===== src/rhc_pkg.sv =====
// Package for the RGB to HSV converter: widths, the hue sector code and the
// payload carried through the divider stages. No dependencies.
package rhc_pkg;

   localparam int COMPONENT_BITS = 12;
   localparam int HUE_BITS       = 16;
   localparam int DIV_STEPS      = (HUE_BITS > COMPONENT_BITS) ? HUE_BITS : COMPONENT_BITS;
   localparam int REM_BITS       = COMPONENT_BITS + 3;

   typedef enum logic [1:0] {
      SECTOR_RED,
      SECTOR_GREEN,
      SECTOR_BLUE
   } rhc_sector_type;

   typedef struct packed {
      logic [REM_BITS-1:0]       hue_rem;
      logic [REM_BITS-1:0]       hue_div;
      logic [DIV_STEPS-1:0]      hue_quo;
      logic [COMPONENT_BITS-1:0] sat_rem;
      logic [COMPONENT_BITS-1:0] sat_div;
      logic [DIV_STEPS-1:0]      sat_low;
      logic [DIV_STEPS-1:0]      sat_quo;
      logic [COMPONENT_BITS-1:0] value;
      logic                      grey;
      logic                      black;
   } rhc_div_type;

endpackage


===== src/rhc_req_if.sv =====
// Pixel request channel of the RGB to HSV converter.
// Depends on rhc_pkg for the component width.
interface rhc_req_if;
   import rhc_pkg::*;

   logic                      valid;
   logic                      ready;
   logic [COMPONENT_BITS-1:0] red;
   logic [COMPONENT_BITS-1:0] green;
   logic [COMPONENT_BITS-1:0] blue;

   modport source (output valid, output red, output green, output blue, input ready);
   modport sink (input valid, input red, input green, input blue, output ready);

endinterface


===== src/rhc_rsp_if.sv =====
// HSV response channel of the RGB to HSV converter.
// Depends on rhc_pkg for the hue and component widths.
interface rhc_rsp_if;
   import rhc_pkg::*;

   logic                      valid;
   logic                      ready;
   logic [HUE_BITS-1:0]       hue_turn;
   logic [COMPONENT_BITS-1:0] saturation_frac;
   logic [COMPONENT_BITS-1:0] value_level;

   modport source (output valid, output hue_turn, output saturation_frac,
                   output value_level, input ready);
   modport sink (input valid, input hue_turn, input saturation_frac,
                 input value_level, output ready);

endinterface


===== src/rgb_to_hsv_converter.sv =====
// RGB to HSV converter: one pixel word in, one HSV word out, no state.
// The pipeline has two stages for max, min, chroma and the division operands,
// then one stage per quotient bit.
// Throughput is one word per cycle; the whole pipeline holds while the output
// word waits. Synchronous active-high reset clears all valid bits.
// Depends on rhc_pkg, rhc_req_if, rhc_rsp_if and rhc_div_step.
module rgb_to_hsv_converter (
   input logic      clock,
   input logic      reset,
   rhc_req_if.sink  req,
   rhc_rsp_if.source rsp
);
   import rhc_pkg::*;

   logic                      advance;

   logic                      s1_valid_ff;
   logic [COMPONENT_BITS-1:0] s1_red_ff;
   logic [COMPONENT_BITS-1:0] s1_green_ff;
   logic [COMPONENT_BITS-1:0] s1_blue_ff;
   logic [COMPONENT_BITS-1:0] s1_value_ff;
   logic [COMPONENT_BITS-1:0] s1_chroma_ff;
   rhc_sector_type            s1_sector_ff;

   logic [COMPONENT_BITS-1:0] value_in;
   logic [COMPONENT_BITS-1:0] low_in;
   rhc_sector_type            sector_in;

   logic                      s2_valid_ff;
   rhc_div_type               s2_data_ff;
   rhc_div_type               s2_data_in;

   logic [REM_BITS-1:0]         chroma_ext;
   logic [REM_BITS-1:0]         red_ext;
   logic [REM_BITS-1:0]         green_ext;
   logic [REM_BITS-1:0]         blue_ext;
   logic [REM_BITS-1:0]         turn;
   logic [REM_BITS-1:0]         numer;
   logic [2*COMPONENT_BITS-1:0] sat_numer;

   logic                      step_valid [0:DIV_STEPS];
   rhc_div_type               step_data  [0:DIV_STEPS];
   rhc_div_type               last;

   assign advance   = !rsp.valid || rsp.ready;
   assign req.ready = advance;

   always_comb begin
      if (req.red >= req.green && req.red >= req.blue) begin
         sector_in = SECTOR_RED;
         value_in  = req.red;
      end else if (req.green >= req.blue) begin
         sector_in = SECTOR_GREEN;
         value_in  = req.green;
      end else begin
         sector_in = SECTOR_BLUE;
         value_in  = req.blue;
      end
      if (req.red <= req.green && req.red <= req.blue) begin
         low_in = req.red;
      end else if (req.green <= req.blue) begin
         low_in = req.green;
      end else begin
         low_in = req.blue;
      end
   end

   always_ff @(posedge clock) begin
      if (reset) begin
         s1_valid_ff <= 1'b0;
      end else if (advance) begin
         s1_valid_ff <= req.valid;
      end
   end

   always_ff @(posedge clock) begin
      if (advance) begin
         s1_red_ff    <= req.red;
         s1_green_ff  <= req.green;
         s1_blue_ff   <= req.blue;
         s1_value_ff  <= value_in;
         s1_chroma_ff <= value_in - low_in;
         s1_sector_ff <= sector_in;
      end
   end

   // The hue numerator always lies in [0, 6*chroma), so modular arithmetic on
   // REM_BITS bits gives it exactly.
   always_comb begin
      chroma_ext = REM_BITS'(s1_chroma_ff);
      red_ext    = REM_BITS'(s1_red_ff);
      green_ext  = REM_BITS'(s1_green_ff);
      blue_ext   = REM_BITS'(s1_blue_ff);
      turn       = (chroma_ext << 2) + (chroma_ext << 1);
      unique case (s1_sector_ff)
         SECTOR_RED: begin
            if (s1_green_ff >= s1_blue_ff) begin
               numer = green_ext - blue_ext;
            end else begin
               numer = turn + green_ext - blue_ext;
            end
         end
         SECTOR_GREEN: numer = (chroma_ext << 1) + blue_ext - red_ext;
         SECTOR_BLUE:  numer = (chroma_ext << 2) + red_ext - green_ext;
         default:      numer = '0;
      endcase
      sat_numer = {s1_chroma_ff, {COMPONENT_BITS{1'b0}}}
                - (2*COMPONENT_BITS)'(s1_chroma_ff);

      s2_data_in.hue_rem = numer;
      s2_data_in.hue_div = turn;
      s2_data_in.hue_quo = '0;
      s2_data_in.sat_rem = sat_numer[2*COMPONENT_BITS-1:COMPONENT_BITS];
      s2_data_in.sat_div = s1_value_ff;
      s2_data_in.sat_low = DIV_STEPS'(sat_numer[COMPONENT_BITS-1:0])
                           << (DIV_STEPS - COMPONENT_BITS);
      s2_data_in.sat_quo = '0;
      s2_data_in.value   = s1_value_ff;
      s2_data_in.grey    = (s1_chroma_ff == '0);
      s2_data_in.black   = (s1_value_ff == '0);
   end

   always_ff @(posedge clock) begin
      if (reset) begin
         s2_valid_ff <= 1'b0;
      end else if (advance) begin
         s2_valid_ff <= s1_valid_ff;
      end
   end

   always_ff @(posedge clock) begin
      if (advance) begin
         s2_data_ff <= s2_data_in;
      end
   end

   assign step_valid[0] = s2_valid_ff;
   assign step_data[0]  = s2_data_ff;

   for (genvar i = 0; i < DIV_STEPS; i++) begin : g_step
      rhc_div_step u_step (
         .clock     (clock),
         .reset     (reset),
         .advance   (advance),
         .in_valid  (step_valid[i]),
         .in_data   (step_data[i]),
         .out_valid (step_valid[i+1]),
         .out_data  (step_data[i+1])
      );
   end

   assign last                = step_data[DIV_STEPS];
   assign rsp.valid           = step_valid[DIV_STEPS];
   assign rsp.hue_turn        = last.grey ? '0 : last.hue_quo[DIV_STEPS-1 -: HUE_BITS];
   assign rsp.saturation_frac = last.black ? '0
                                           : last.sat_quo[DIV_STEPS-1 -: COMPONENT_BITS];
   assign rsp.value_level     = last.value;

endmodule


===== src/rhc_div_step.sv =====
// One registered restoring-division step for both the hue and the saturation
// quotients. Depends on rhc_pkg for the stage payload type.
module rhc_div_step (
   input  logic                clock,
   input  logic                reset,
   input  logic                advance,
   input  logic                in_valid,
   input  rhc_pkg::rhc_div_type in_data,
   output logic                out_valid,
   output rhc_pkg::rhc_div_type out_data
);
   import rhc_pkg::*;

   logic                    valid_ff;
   rhc_div_type             data_ff;
   rhc_div_type             data_in;
   logic [REM_BITS:0]       hue_trial;
   logic [REM_BITS:0]       hue_diff;
   logic [COMPONENT_BITS:0] sat_trial;
   logic [COMPONENT_BITS:0] sat_diff;

   always_comb begin
      data_in   = in_data;
      hue_trial = {in_data.hue_rem, 1'b0};
      hue_diff  = hue_trial - {1'b0, in_data.hue_div};
      sat_trial = {in_data.sat_rem, in_data.sat_low[DIV_STEPS-1]};
      sat_diff  = sat_trial - {1'b0, in_data.sat_div};

      data_in.hue_quo = {in_data.hue_quo[DIV_STEPS-2:0], ~hue_diff[REM_BITS]};
      data_in.hue_rem = hue_diff[REM_BITS] ? hue_trial[REM_BITS-1:0] : hue_diff[REM_BITS-1:0];
      data_in.sat_quo = {in_data.sat_quo[DIV_STEPS-2:0], ~sat_diff[COMPONENT_BITS]};
      data_in.sat_rem = sat_diff[COMPONENT_BITS] ? sat_trial[COMPONENT_BITS-1:0]
                                                 : sat_diff[COMPONENT_BITS-1:0];
      data_in.sat_low = {in_data.sat_low[DIV_STEPS-2:0], 1'b0};
   end

   always_ff @(posedge clock) begin
      if (reset) begin
         valid_ff <= 1'b0;
      end else if (advance) begin
         valid_ff <= in_valid;
      end
   end

   always_ff @(posedge clock) begin
      if (advance) begin
         data_ff <= data_in;
      end
   end

   assign out_valid = valid_ff;
   assign out_data  = data_ff;

endmodule


===== src/flat_wrapper.sv =====
// flat-port wrapper written by rule: the top's interface ports become plain ports
module rgb_to_hsv_converter_flat import rhc_pkg::*;
  (clock, reset, req_valid, req_red, req_green, req_blue, req_ready, rsp_valid, rsp_hue_turn, rsp_saturation_frac, rsp_value_level, rsp_ready);
  rhc_req_if req_i ();
  rhc_rsp_if rsp_i ();
  input logic clock;
  input logic reset;
  input wire logic [$bits(req_i.valid)-1:0] req_valid;
  input wire logic [$bits(req_i.red)-1:0] req_red;
  input wire logic [$bits(req_i.green)-1:0] req_green;
  input wire logic [$bits(req_i.blue)-1:0] req_blue;
  output wire logic [$bits(req_i.ready)-1:0] req_ready;
  output wire logic [$bits(rsp_i.valid)-1:0] rsp_valid;
  output wire logic [$bits(rsp_i.hue_turn)-1:0] rsp_hue_turn;
  output wire logic [$bits(rsp_i.saturation_frac)-1:0] rsp_saturation_frac;
  output wire logic [$bits(rsp_i.value_level)-1:0] rsp_value_level;
  input wire logic [$bits(rsp_i.ready)-1:0] rsp_ready;
  assign req_i.valid = req_valid;
  assign req_i.red = req_red;
  assign req_i.green = req_green;
  assign req_i.blue = req_blue;
  assign req_ready = req_i.ready;
  assign rsp_valid = rsp_i.valid;
  assign rsp_hue_turn = rsp_i.hue_turn;
  assign rsp_saturation_frac = rsp_i.saturation_frac;
  assign rsp_value_level = rsp_i.value_level;
  assign rsp_i.ready = rsp_ready;
  rgb_to_hsv_converter u_core (.clock(clock), .reset(reset), .req(req_i), .rsp(rsp_i));
endmodule

===== config.mk =====
export PLATFORM = sky130hd
export DESIGN_NAME = rgb_to_hsv_converter_flat
export DESIGN_NICKNAME = d
export VERILOG_FILES = /design/src/rhc_pkg.sv /design/src/rhc_req_if.sv /design/src/rhc_rsp_if.sv /design/src/rgb_to_hsv_converter.sv /design/src/rhc_div_step.sv /design/src/flat_wrapper.sv
export SDC_FILE = /design/constraint.sdc
export NUM_CORES = 2
export LEC_CHECK = 0
export BUFFER_PORTS_ARGS = -buffer_cell sky130_fd_sc_hd__buf_2
export CAP_MARGIN = 40
export CORE_MARGIN = 4
export CORE_UTILIZATION = 49
export DETAILED_ROUTE_END_ITERATION = 12
export GPL_ROUTABILITY_DRIVEN = 0
export GPL_TIMING_DRIVEN = 1
export MAX_ROUTING_LAYER = met4
export PLACE_DENSITY = 0.62
export RECOVER_POWER = 50
export SETUP_SLACK_MARGIN = 0.1
export SLEW_MARGIN = 15
export SYNTH_ARGS = -nofsm -noshare
export SYNTH_HDL_FRONTEND = slang
export SYNTH_SLANG_ARGS = --single-unit

===== constraint.sdc =====
create_clock -name clock -period 46.3 [get_ports clock]
set_input_delay 0 -clock clock [delete_from_list [all_inputs] [get_ports clock]]
set_output_delay 0 -clock clock [all_outputs]
set_load 0.1 [all_outputs]

* After elaboration in Yosys (flattened, before gate mapping) *
Index checks and enable logic that the tools add are counted.

cells by class
  add/subtract/negate cells = 42
  $mul = 0
  divide/modulo/power cells = 0
  magnitude comparators = 7
  equality and inequality tests = 2
  shifts and indexed selects = 0
  multiplexer cells = 39
  bitwise logic cells = 32
  reductions and logical operators = 7

operator list
  kind                count
  $sub 16x15->16      16
  $mux 12             20
  $mux 15             16
  $sub 13x12->13      16
  $ge 12x12->1        4
  $pmux 15 s3         1
  $sub 15x12->15      3
  $le 12x12->1        3
  $not 1->1           32
  $logic_not 12->1    2
  $sub 24x12->24      1
  $mux 16             1
  $add 14x12->15      1
  $add 14x13->15      1
  $add 15x12->15      1
  $add 13x12->14      1
  $sub 12x12->13      1
  $sub 12x12->12      1
  $eq 2x1->1 const B  1
  $eq 2x2->1 const B  1
  $logic_and 1x1->1   2
  $logic_not 2->1     1
  $mux 2              1
  $logic_not 1->1     1
  $logic_or 1x1->1    1

word-level totals
  register bits = 1340
  latch bits = 0
  memory bits (writable) = 0
  memory bits (read-only) = 0
  input bits = 40
  output and inout bits = 42
  word-level logic and storage cells = 314
  memories kept = 0

* Longest topological paths before layout *
  depth in word-level cells = 5
  mapped depth = 22
  gate-level depth less buffers = 21

* Hierarchy *
Synthesis repeated with hierarchy kept, for this count alone.

second synthesis, totals
  cell total of the unflattened synthesis = 6386
  area, all modules = 92897.8 sq um

modules (own cells, without submodules)
  module                                        instances  cells each  area an instance (sq um)  sequential area each (sq um)
  rhc_div_step at u_core.g_step[15].u_step ...  10         321         5076.1                    3473.3
  rhc_div_step at u_core.g_step[0].u_step ...   6          350         5261.3                    3473.3
  rgb_to_hsv_converter                          1          1076        10568.9                   3853.7

* Least setup slack after synthesis *
No wires, ideal clock.

  kind = reg-to-reg
  start point = register u_core.g_step[15].u_step.valid_ff
  end point = register u_core.g_step[0].u_step.data_ff, in the netlist u_core.g_step[0].u_step.out_data[0] (enable)
  setup time = 2.084 ns
  arrival time = 34.698 ns
  required time = 44.216 ns
  setup slack = 9.517 ns
  stages on the path, launching flop included = 5
  buffers on the path = 2
  clock period less this slack = 36.783 ns
  path through = dfxtp_1 -> nor2b_1 -> clkbuf_1 -> clkinv_1 -> clkbuf_1

between the ends
  longest elaborated chain between the ends = 2

RTL lines
  what                    line                        text
  start, declared         rhc_div_step.sv:14          logic valid_ff;
  start signal, assigned  rhc_div_step.sv:41          valid_ff <= in_valid;
  $logic_not 1->1         rgb_to_hsv_converter.sv:45  assign advance = !rsp.valid || rsp.ready;
  $logic_or 1x1->1        rgb_to_hsv_converter.sv:45
  net req_ready           flat_wrapper.sv:12          output wire logic [$bits(req_i.ready)-1:0] req_ready;
  end signal, assigned    rhc_div_step.sv:47          data_ff <= data_in;
  end, declared           rhc_div_step.sv:15          rhc_div_type data_ff;

The timed path passes the listed nets, and every way through them passes these cells.
A chain may end at the register's enable or synchronous reset.

* Final worst setup path *
  start point = register u_core.g_step[15].u_step.valid_ff
  end point = register u_core.g_step[9].u_step.data_ff, in the netlist u_core.g_step[9].u_step.out_data[65] (enable)

between the ends
  longest elaborated chain between the ends = 2

RTL lines
  what                  line
  $logic_not 1->1       rgb_to_hsv_converter.sv:45
  $logic_or 1x1->1      rgb_to_hsv_converter.sv:45
  end signal, assigned  rhc_div_step.sv:47
  end, declared         rhc_div_step.sv:15

No other way between the ends.

==> reports/results.txt <==
status: finished with violations
failing checks: max-capacitance violations, max-slew violations
Synth async-reset ratio: 0
Sequential Area: 0.0367 sq mm
TritonCTS clock tree: built
CTS root buf: clkbuf_16
crit-path max FO: 205
Area growth syn-to-layout: 11.9%
Final setup viols: 0
Mean Syn Cell Area: 12.9 sq um
drt first pass iters: 5
CP Launch Type: register
Sink Count: 1228
num rows: 133
vias in the first global route: 38152
critical path class: register to register
Max Cap Viol: 7
Mapped Area: 0.0647 sq mm
skew final: 44.1 ps
Num CTS Buffers: 137
CP max stage cell: clkbuf_1
initial core utilization: 0.493
sequential element share of the synthesized area: 0.567
yosys warns: 0
via count: 37662
Pins Over Slew Limit: 515
routed vias/inst: 5.25
final WL: 111000 um
Crit Reg-Reg Startpoint: u_core.g_step[15].u_step.out_valid
# fillers: 10779
Rel. slew slack: -4.88
Tot GR Track Use: 0.169
Synth Register Bits: 1228
commonest non-fill, non-tap cells in the layout: 1210 x edfxtp_1, 614 x inv_1, 488 x ha_1
post-CTS setup buffers: 0
RSZ-0062 raised after global routing: false
hold_sp: reset
total grt overflow: 0
R2R cell count: 6
commonest non-fill, non-tap cell in the layout: edfxtp_1
Hold Path Class: input pin to register
Final nets: 5899
first-pass GRT wire length: 186000 um
residual DRC count: 0
Hold Fails Final Rpt: 0
WHS Endpoint: u_core.s2_valid_ff
WP data required: 46680 ps
multi-input logic area: 0.0253 sq mm
setup TNS: 0 ps
CTS H-tree lvls: 4
DP HPWL: 79800 um
latest clock arrival within the worst-skew pair: 770 ps
core area: 0.131 sq mm
Critical Path AT: 13080 ps
share of layout cells above drive strength 1: 0.0940
delay-heaviest family, CP: buffers and inverters
worst-margin pin slew: 8820 ps
number of I/O port buffers: 81
IO Pins: 82
Mapped Nets: 5613
DR iter-0 viols: 1711
most used cell, CP: clkbuf_1
r2r setup slk: 33590 ps
post-synthesis cell type count: 79
fin crit share: 0.274
Clock transition at path regs: 60 ps
Detail Route Antenna Nets: 0
Tmin final: 12710 ps
Max Fclk: 0.0787 GHz
Most used DFF post-synth: edfxtp_1
crit end category: register
DR WL/cell: 15.5 um
die area: 0.138 sq mm
r2r endpoint: u_core.g_step[9].u_step.out_data[65]
crit-path cells: nor2b_1, clkbuf_1, clkinvlp_2, clkbuf_1, clkbuf_1, buf_12
Die H: 371 um
die width: 371 um
Ant. Diodes: 0
Worst path max stage delay: 6370 ps
largest net degree at the start of global routing: 206
Hold Path Stages: 3
initial antenna violation count: 0
Post-synth EDFFs: 1210
Max clock buf depth: 3
Cells after Synth: 5031
CP Buf/Inv Count: 5
==> area by class of cell <==
type | instances | share of cell area
inverters | 615 | 0.0319
clock inverters | 85 | 0.0119
clock buffers | 160 | 0.0488
multi-input cells | 3130 | 0.349
well taps | 1755 | 0.0303
flip-flops and latches | 1228 | 0.507
repair buffers | 205 | 0.0211
==> cells in the mapped netlist, types with 66 or more instances <==
library cell	n	area [sq um]
ha_1	488	6110
mux2i_1	71	711
xor2_1	66	578
nor2b_1	114	713
o21a_1	71	533
nand2_1	211	792
edfxtp_1	1210	36300
inv_1	614	2300
nor2_1	324	1220
xnor2_1	265	2320
a21oi_1	256	1280
mux2_1	90	1010
mux2_2	140	1580
o21ai_0	169	846
nor3_1	125	626
==> stage by stage <==
step	utilization	hold WS [ps]	std cells	worst slack (ps)	area, sq um
global placement	0.512	208	6839	40930	67200
global route	0.552	155	7178	32080	72400
floorplan	-	98.9	5031	9520	64700
finish	0.552	155	7178	33590	72400
detailed placement	0.513	223	6854	41600	67400
CTS	0.553	9.69	7174	41690	72600
==> sequential cells by signal (all words and copies together), names as in the netlist <==
register,cells
u_core.s2_data_ff,65
u_core.s1_chroma_ff,12
u_core.s1_valid_ff,1
u_core.g_step.u_step.out_data,1083
u_core.g_step.u_step.out_valid,16
u_core.s2_valid_ff,1
u_core.s1_green_ff,12
u_core.s1_red_ff,12
u_core.s1_blue_ff,12
u_core.s1_sector_ff,2
u_core.s1_value_ff,12
==> worst reg2reg max path: cells and delay by family (launching register included) <==
family,cells,cell delay (ps)
buf+inv,5,11600
flops,1,300
simple gates,1,120
==> metal layers <==
metal / GRT usage / wire length, um / vias up
met4: 0.0585 / 3240 / 0
met2: 0.303 / 57900 / 504
li1: - / - / 18929
met1: 0.192 / 46500 / 18029
met3: 0.0278 / 3590 / 200
met5: - / 0 / -
==> logic make-up after synthesis <==
family / Yosys count / synth area share
buf+inv: 673 / 0.0418
simple gates: 1010 / 0.0746
fa+ha+maj: 542 / 0.111
xor+xnor: 332 / 0.0451
mux: 364 / 0.0656
compound gates: 882 / 0.0948
flops: 1228 / 0.567
==> timing repair <==
action	in CTS	in global routing
resized for setup	0	0
hold endpoints to repair	76	0
hold buffers	75	0
==> worst max-delay path by stage <==
stage | from | to | slack, ps | cells after the start
after floorplan | u_core.g_step[15].u_step.out_valid | u_core.g_step[0].u_step.out_data[0] | 9520 | 4
after global placement | u_core.g_step[15].u_step.out_valid | u_core.g_step[14].u_step.out_data[113] | 40930 | 7
after detailed placement | req_blue[7] | u_core.s1_chroma_ff[10] | 41600 | 21
after CTS | u_core.s1_chroma_ff[0] | u_core.s2_data_ff[114] | 41690 | 16
after global routing | u_core.g_step[15].u_step.out_valid | u_core.g_step[14].u_step.out_data[13] | 32080 | 6
final | u_core.g_step[15].u_step.out_valid | u_core.g_step[9].u_step.out_data[65] | 33590 | 6
Power is left out: the tool's default activity adds up to more than one toggle a clock period on the data nets, which glitch-free logic cannot reach.
